**src/rtl/atm_pkg.sv**
```systemverilog
// shared types and constants for the ack timeout matcher
`timescale 1ns / 1ps

package atm_pkg;

    // command codes
    localparam logic [1:0] CMD_DATA   = 2'd0;
    localparam logic [1:0] CMD_ACK    = 2'd1;
    localparam logic [1:0] CMD_TICK   = 2'd2;
    localparam logic [1:0] CMD_UNUSED = 2'd3;

    // frame types
    localparam logic [3:0] TYPE_DATA = 4'd1;
    localparam logic [3:0] TYPE_ACK  = 4'd2;

    // event codes
    localparam logic EV_ACK    = 1'b0;
    localparam logic EV_EXPIRE = 1'b1;

    // field widths
    localparam int ADDR_W  = 16;
    localparam int TIMER_W = 24;

    localparam logic [TIMER_W-1:0] TIMEOUT_RESET = TIMER_W'(1000);
    localparam logic [TIMER_W-1:0] ELAPSED_MAX   = {TIMER_W{1'b1}};

    // one emitted record
    typedef struct packed {
        logic              event_res;
        logic [3:0]        frm_kind;
        logic [ADDR_W-1:0] dest_addr;
        logic [ADDR_W-1:0] src_addr;
        logic [ADDR_W-1:0] frm_seq;
    } t_result;

endpackage

```
**src/rtl/atm_core.sv**
```systemverilog
// timer state, ack matching and expiry decision
`timescale 1ns / 1ps

module atm_core (
    input  logic                           i_clk,
    input  logic                           i_rst_n,
    input  logic                           i_accept,
    input  logic [1:0]                     i_cmd,
    input  logic [3:0]                     i_frm_kind,
    input  logic [atm_pkg::ADDR_W-1:0]     i_dest_addr,
    input  logic [atm_pkg::ADDR_W-1:0]     i_src_addr,
    input  logic [atm_pkg::ADDR_W-1:0]     i_frm_seq,
    input  logic [atm_pkg::TIMER_W-1:0]    i_timeout,
    output logic                           o_res_valid,
    output atm_pkg::t_result               o_res
);

    logic                        r_armed;
    logic                        n_armed;
    logic [atm_pkg::ADDR_W-1:0]  r_wait_dest;
    logic [atm_pkg::ADDR_W-1:0]  n_wait_dest;
    logic [atm_pkg::ADDR_W-1:0]  r_wait_src;
    logic [atm_pkg::ADDR_W-1:0]  n_wait_src;
    logic [atm_pkg::ADDR_W-1:0]  r_wait_index;
    logic [atm_pkg::ADDR_W-1:0]  n_wait_index;
    logic [atm_pkg::TIMER_W-1:0] r_elapsed;
    logic [atm_pkg::TIMER_W-1:0] n_elapsed;
    logic [atm_pkg::TIMER_W-1:0] w_elapsed_inc;
    logic                        w_match;

    // saturating tick count
    assign w_elapsed_inc = (r_elapsed == atm_pkg::ELAPSED_MAX) ? r_elapsed
                                                               : r_elapsed + 1'b1;

    // ack must mirror the waiting data frame
    assign w_match = (i_frm_kind == atm_pkg::TYPE_ACK) &&
                     (i_dest_addr == r_wait_src) &&
                     (i_src_addr == r_wait_dest) &&
                     (i_frm_seq == r_wait_index);

    // command decode and next state
    always_comb begin
        n_armed      = r_armed;
        n_wait_dest  = r_wait_dest;
        n_wait_src   = r_wait_src;
        n_wait_index = r_wait_index;
        n_elapsed    = r_elapsed;
        o_res_valid  = 1'b0;
        o_res        = '0;
        if (i_accept) begin
            unique case (i_cmd)
                atm_pkg::CMD_DATA: begin
                    if (!r_armed && i_frm_kind == atm_pkg::TYPE_DATA) begin
                        n_armed      = 1'b1;
                        n_wait_dest  = i_dest_addr;
                        n_wait_src   = i_src_addr;
                        n_wait_index = i_frm_seq;
                        n_elapsed    = '0;
                    end
                end
                atm_pkg::CMD_ACK: begin
                    if (r_armed && w_match) begin
                        n_armed         = 1'b0;
                        o_res_valid     = 1'b1;
                        o_res.event_res = atm_pkg::EV_ACK;
                        o_res.frm_kind  = atm_pkg::TYPE_ACK;
                        o_res.dest_addr = i_dest_addr;
                        o_res.src_addr  = i_src_addr;
                        o_res.frm_seq   = i_frm_seq;
                    end
                end
                atm_pkg::CMD_TICK: begin
                    if (r_armed) begin
                        n_elapsed = w_elapsed_inc;
                        if (w_elapsed_inc >= i_timeout) begin
                            n_armed         = 1'b0;
                            o_res_valid     = 1'b1;
                            o_res.event_res = atm_pkg::EV_EXPIRE;
                            o_res.frm_kind  = atm_pkg::TYPE_DATA;
                            o_res.dest_addr = r_wait_dest;
                            o_res.src_addr  = r_wait_src;
                            o_res.frm_seq   = r_wait_index;
                        end
                    end
                end
                default: begin
                end
            endcase
        end
    end

    // armed flag
    always_ff @(posedge i_clk) begin
        if (!i_rst_n) begin
            r_armed <= 1'b0;
        end else begin
            r_armed <= n_armed;
        end
    end

    // stored frame and count, only read while armed
    always_ff @(posedge i_clk) begin
        r_wait_dest  <= n_wait_dest;
        r_wait_src   <= n_wait_src;
        r_wait_index <= n_wait_index;
        r_elapsed    <= n_elapsed;
    end

endmodule

```
**src/rtl/atm_obuf.sv**
```systemverilog
// output register with one skid entry
`timescale 1ns / 1ps

module atm_obuf (
    input  logic             i_clk,
    input  logic             i_rst_n,
    input  logic             i_res_valid,
    input  atm_pkg::t_result i_res,
    input  logic             i_out_ready,
    output logic             o_out_valid,
    output atm_pkg::t_result o_res,
    output logic             o_in_ready,
    output logic             o_skid_valid
);

    logic             r_out_valid;
    logic             n_out_valid;
    logic             r_skid_valid;
    logic             n_skid_valid;
    atm_pkg::t_result r_out;
    atm_pkg::t_result n_out;
    atm_pkg::t_result r_skid;
    atm_pkg::t_result n_skid;

    // refill output from skid first, else from the new word
    always_comb begin
        n_out_valid  = r_out_valid;
        n_skid_valid = r_skid_valid;
        n_out        = r_out;
        n_skid       = r_skid;
        if (!r_out_valid || i_out_ready) begin
            if (r_skid_valid) begin
                n_out        = r_skid;
                n_out_valid  = 1'b1;
                n_skid_valid = 1'b0;
            end else begin
                n_out_valid = i_res_valid;
                if (i_res_valid) begin
                    n_out = i_res;
                end
            end
        end else if (i_res_valid) begin
            n_skid       = i_res;
            n_skid_valid = 1'b1;
        end
    end

    // valid flags
    always_ff @(posedge i_clk) begin
        if (!i_rst_n) begin
            r_out_valid  <= 1'b0;
            r_skid_valid <= 1'b0;
        end else begin
            r_out_valid  <= n_out_valid;
            r_skid_valid <= n_skid_valid;
        end
    end

    // payload
    always_ff @(posedge i_clk) begin
        r_out  <= n_out;
        r_skid <= n_skid;
    end

    assign o_out_valid  = r_out_valid;
    assign o_res        = r_out;
    assign o_in_ready   = !r_skid_valid;
    assign o_skid_valid = r_skid_valid;

endmodule

```
**src/rtl/ack_timeout_matcher_top.sv**
```systemverilog
// Ack timeout matcher for a stop-and-wait link. A data word (cmd 0, frame type 1) arms the
// timer when idle and stores its addresses and index; an ack word (cmd 1, frame type 2) whose
// addresses mirror the stored ones and whose index matches disarms it and is forwarded with
// event 0; each tick word (cmd 2) while armed advances a saturating count, and when the count
// reaches the timeout register the stored data record is emitted with event 1. A timeout of
// zero expires on the first tick. One word is taken per clock while input ready is high; a result
// is registered in the output register, or parked in the skid entry while the output stalls. The
// output has a register and one skid entry, so input ready drops only when both are full.
// The timeout register (reset 1000) is written with i_cfg_we and should change only when idle.
`timescale 1ns / 1ps

module ack_timeout_matcher_top (
    input  logic                        i_clk,
    input  logic                        i_rst_n,
    input  logic                        i_cfg_we,
    input  logic [atm_pkg::TIMER_W-1:0] i_cfg_wdata,
    input  logic                        i_in_valid,
    output logic                        o_in_ready,
    input  logic [1:0]                  i_cmd,
    input  logic [3:0]                  i_frm_kind,
    input  logic [atm_pkg::ADDR_W-1:0]  i_dest_addr,
    input  logic [atm_pkg::ADDR_W-1:0]  i_src_addr,
    input  logic [atm_pkg::ADDR_W-1:0]  i_frm_seq,
    output logic                        o_out_valid,
    input  logic                        i_out_ready,
    output logic                        o_event_res,
    output logic [3:0]                  o_out_frm_kind,
    output logic [atm_pkg::ADDR_W-1:0]  o_out_dest_addr,
    output logic [atm_pkg::ADDR_W-1:0]  o_out_src_addr,
    output logic [atm_pkg::ADDR_W-1:0]  o_out_frm_seq
);

    logic [atm_pkg::TIMER_W-1:0] r_timeout;
    logic                        w_accept;
    logic                        w_res_valid;
    atm_pkg::t_result            w_res;
    atm_pkg::t_result            w_out;
    logic                        w_skid_valid;

    // timeout register
    always_ff @(posedge i_clk) begin
        if (!i_rst_n) begin
            r_timeout <= atm_pkg::TIMEOUT_RESET;
        end else if (i_cfg_we) begin
            r_timeout <= i_cfg_wdata;
        end
    end

    assign w_accept = i_in_valid && o_in_ready;

    // matcher and timer
    atm_core u_core (
        .i_clk        (i_clk),
        .i_rst_n      (i_rst_n),
        .i_accept     (w_accept),
        .i_cmd        (i_cmd),
        .i_frm_kind   (i_frm_kind),
        .i_dest_addr  (i_dest_addr),
        .i_src_addr   (i_src_addr),
        .i_frm_seq    (i_frm_seq),
        .i_timeout    (r_timeout),
        .o_res_valid  (w_res_valid),
        .o_res        (w_res)
    );

    // result register and skid
    atm_obuf u_obuf (
        .i_clk        (i_clk),
        .i_rst_n      (i_rst_n),
        .i_res_valid  (w_res_valid),
        .i_res        (w_res),
        .i_out_ready  (i_out_ready),
        .o_out_valid  (o_out_valid),
        .o_res        (w_out),
        .o_in_ready   (o_in_ready),
        .o_skid_valid (w_skid_valid)
    );

    assign o_event_res     = w_out.event_res;
    assign o_out_frm_kind  = w_out.frm_kind;
    assign o_out_dest_addr = w_out.dest_addr;
    assign o_out_src_addr  = w_out.src_addr;
    assign o_out_frm_seq   = w_out.frm_seq;

`ifndef SYNTH
    // skid only holds a word behind a full output register
    a_skid_behind_out: assert property (@(posedge i_clk) disable iff (!i_rst_n)
        w_skid_valid |-> o_out_valid)
        else $error("skid entry valid while output register empty");

    // results only come from accepted words
    a_res_needs_accept: assert property (@(posedge i_clk) disable iff (!i_rst_n)
        w_res_valid |-> w_accept)
        else $error("result produced without an accepted word");

    // a result arriving at a stalled output is parked in the skid
    a_stall_to_skid: assert property (@(posedge i_clk) disable iff (!i_rst_n)
        (w_res_valid && o_out_valid && !i_out_ready) |=> w_skid_valid)
        else $error("result lost behind a stalled output");
`endif

endmodule
```
**config.mk**
```make
export PLATFORM = sky130hd
export DESIGN_NAME = ack_timeout_matcher_top
export DESIGN_NICKNAME = d
export VERILOG_FILES = /design/src/rtl/atm_pkg.sv /design/src/rtl/atm_core.sv /design/src/rtl/atm_obuf.sv /design/src/rtl/ack_timeout_matcher_top.sv
export SDC_FILE = /design/constraint.sdc
export NUM_CORES = 1
export LEC_CHECK = 0
export ABC_AREA = 1
export BUFFER_PORTS_ARGS = -buffer_cell sky130_fd_sc_hd__clkbuf_2
export CAP_MARGIN = 20
export CORE_UTILIZATION = 60
export CTS_BUF_LIST = sky130_fd_sc_hd__clkbuf_8
export CTS_CLUSTER_SIZE = 8
export DETAILED_ROUTE_END_ITERATION = 6
export MAX_ROUTING_LAYER = met4
export PLACE_DENSITY_LB_ADDON = 0.12
export SKIP_CTS_REPAIR_TIMING = 1
export SLEW_MARGIN = 20
export SYNTH_ARGS = -nofsm -noshare
export SYNTH_HDL_FRONTEND = slang
export SYNTH_HIERARCHICAL = 1
export SYNTH_SLANG_ARGS = --single-unit
```
**constraint.sdc**
```tcl
create_clock -name i_clk -period 8.5 [get_ports i_clk]
set_clock_uncertainty 0.15 [all_clocks]
set_input_delay 0.425 -clock i_clk [delete_from_list [all_inputs] [get_ports i_clk]]
set_output_delay 0.425 -clock i_clk [all_outputs]
set_load 0.01 [all_outputs]
```
==> run metrics <==
Placed Cells incl. Taps 1,509; CORE AREA 16,700 µm²; Sinks on Clock Net 205; global-route wire length before repair 38.8 mm; flip-flop and latch count after synthesis 205; clock latency at the later pin of the worst-skew pair 0.53 ns; die area 17,800 µm²; final global-route overflow total 0; filler cell count in the final layout 1,280; unique cell type count in the Yosys netlist 35; Layout Area Growth over Synthesis 18.0%; reported leakage power 5.52 nW; largest area contributor in the synthesized netlist edfxtp_1; share of the core filled with cells 73.0%; largest cells by area after synthesis edfxtp_1, nand2_1, inv_1, dfxtp_1, nor2_1; area occupied by registers 5890 µm²; placer congestion estimate 0.943; clock network fraction of total power 39.8%; cell area after placement 11,100 µm²; worst ir drop on vdd 123 µV; final non-filler cell area 12,200 µm²; IO buf count 137; share of final-layout standard cells stronger than drive strength 1 14.7%; layout net count 1,486; maximum number of buffers from clock root to sink 3; clock-pin transition on the worst setup and hold timing paths 0.06 ns; mean cell area of the mapped netlist 8.76 µm²; power share of the sequential group 53.3%; biggest fanout along the worst timing path 53; number of buffers added by the clock tree synthesis step 36; count of nets left with antenna violations after detail routing 0; achievable frequency 0.223 GHz; routed wire length 25.5 mm; number of inserted diodes 0; total setup violations reported at the end of the flow 0; violations in the final reports hold timing; wire per inst 15.8 µm; vias per cell 5.25; Post-Synthesis Cells 1,180; fraction of post-synthesis cell area in the top cell type by area 51.7%; cell row count 47; die height 133 µm; TritonCTS clock tree built; router iterations before antenna repair 5; post-route minimum period 4.48 ns; final hold viol count 2; crit path kind register to register; kind of capture point of the worst setup path register; IO Count 138; share of the yosys chip area belonging to registers 56.9%; endpoint required time on the critical path 8.49 ns; vias in the first global route 7,517; kind of start point of the critical path register; violation count after the first detailed-routing iteration 846; pin slew with the least headroom to its limit 0.771 ns; area of the multi-input gates 3580 µm²; half-perimeter wire length after placement 17.0 mm; initial antenna violation count 0; critical path arrival 4.47 ns; portion of total power attributed to combinational logic 6.9%; sum of negative setup slack 0 ns; non-filler instance count after layout 1,617; total via count after detailed routing 8,488; worst hold margin -0.0184 ns; worst slew margin relative to its limit 48.6%; final cycle utilization of the critical path 52.7%; internal reg-to-reg setup slack 4.02 ns; areal power density over the cells 170 nW/µm²; effective utilization at floorplan 61.9%; final number of max-transition violations 0; level count of the clock H-tree 2; minimum setup slack in the final design 4.02 ns; Horiz. Die Dim 133 µm; drc violations 0; number of warnings issued by yosys 6; Int Pwr 1.59 mW; unrepaired setup endpoints after global routing false; total global routing track utilization 29.3%; switch share 23.5%; sw power 0.489 mW; largest net degree at the start of global routing 56; result of the run finished with violations; combined area of all synthesized cells 10,300 µm²; buffer type at the clock tree root clkbuf_8; Hold Crit Class input port to register; maxcap violations 0; Final Power 2.08 mW; post-placement setup slack 4.15 ns
[final timing paths]
check | start | end | cells past startpoint
setup / recovery | u_core/r_elapsed[0]$_SDFFCE_PN0P_ | u_obuf/o_res[24]$_DFFE_PP_ | 20
hold / removal | i_cfg_wdata[8] | r_timeout[8]$_SDFFE_PN1P_ | 3
setup reg to reg | u_core/r_elapsed[0]$_SDFFCE_PN0P_ | u_obuf/o_res[24]$_DFFE_PP_ | 20
hold reg to reg | r_timeout[5]$_SDFFE_PN1P_ | r_timeout[5]$_SDFFE_PN1P_ | 2
[state kept, by name, summed over array words and instances, names as in the netlist]
| register | cells |
|---|---|
| u_obuf/o_res | 53 |
| u_obuf/r_skid | 53 |
| r_timeout | 24 |
| u_core/r_elapsed | 24 |
| u_core/r_wait_dest | 16 |
| u_core/r_wait_index | 16 |
| u_core/r_wait_src | 16 |
| u_core/r_armed | 1 |
| u_obuf/o_out_valid | 1 |
| u_obuf/o_skid_valid | 1 |
[metal layers]
metal  GRT usage, %  up-vias  part of all wire, %
met5              -        -                    0
met4           6.57        0                  1.6
met2           40.7      426                   43
met1           44.3     3877                   46
met3           5.82       42                  9.9
li1               -     4143                    -
[critical path, stage by stage (launching register included)]
cell and delay [ns]:
edfxtp_1 0.40, ha_1 0.26, nand2_1 0.07, nor2_1 0.26
nand2_1 0.12, nor2_1 0.14, nand2_1 0.14, o21ai_0 0.39
inv_1 0.13, ha_1 0.32, a21oi_1 0.06, o21ai_0 0.14
nand2_1 0.06, nand2_1 0.06, nand2_1 0.06, nand4_2 0.12
nand2_1 0.09, a21oi_1 0.20, nor2_1 0.12, a21oi_4 0.14
buf_4 0.62
[area by class of cell]
cell class / instances / area share (%)
Tap cell: 220 / 2.26
Clock inverter: 20 / 0.687
Clock buffer: 40 / 4.51
Timing Repair Buffer: 192 / 10.0
Inverter: 160 / 4.92
Multi-Input combinational cell: 780 / 29.3
Sequential cell: 205 / 48.3
[power groups by stage]
| stage | combinational, mW | sequential [mW] | clock (mW) |
|---|---|---|---|
| after floorplan | 0.0741 | 1.13 | 0 |
| after global placement | 0.119 | 1.13 | 0 |
| after detailed placement | 0.122 | 1.13 | 0 |
| after CTS | 0.123 | 1.11 | 0.839 |
| after global routing | 0.161 | 1.11 | 0.882 |
| final | 0.142 | 1.11 | 0.826 |
[synthesized netlist by cell type]
master	instances
inv_1	155
inv_2	4
buf_6	11
nor3_1	11
nor2_4	1
o21ai_1	3
nor4_2	1
xor2_1	18
nand3b_4	1
and3_1	2
o22ai_1	3
nand4_1	13
o21a_1	3
edfxtp_1	178
nor2_2	3
clkinv_1	1
conb_1	1
nor2b_1	1
nand4_2	1
ha_1	28
nand2_1	480
a21oi_2	1
xnor2_1	6
o21ai_0	43
dfxtp_1	27
buf_4	6
clkbuf_8	4
clkbuf_1	2
a21oi_1	33
nor3_2	1
buf_2	13
nor2_1	102
o21bai_1	1
nand3_1	20
nor4_1	2
[cell families after synthesis]
group | synth area share, %
DFF | 56.9
and+or+nand+nor | 24.5
buffers and inverters | 8.68
xor gates and xnor gates | 2.03
adders and majority gates | 3.39
AOI/OAI and AO/OA | 4.38
other | 0.0363
[cell usage in the layout (no fill, tap or decap), types with 2 or more instances in the layout]
cell	n
nand2_1	480
edfxtp_1	178
inv_1	162
clkbuf_2	137
nor2_1	101
dlygate4sd3_1	47
o21ai_0	43
clkbuf_8	40
a21oi_1	32
ha_1	28
dfxtp_1	26
nand3_1	20
xor2_1	18
nand4_1	13
clkinv_1	11
nor3_1	11
buf_4	7
xnor2_1	6
inv_2	4
nor2_2	3
o21a_1	3
o22ai_1	3
o21ai_1	3
clkinvlp_4	2
nor2_4	2
nor4_1	2
conb_1	2
Power figures use the tool's default switching activity.
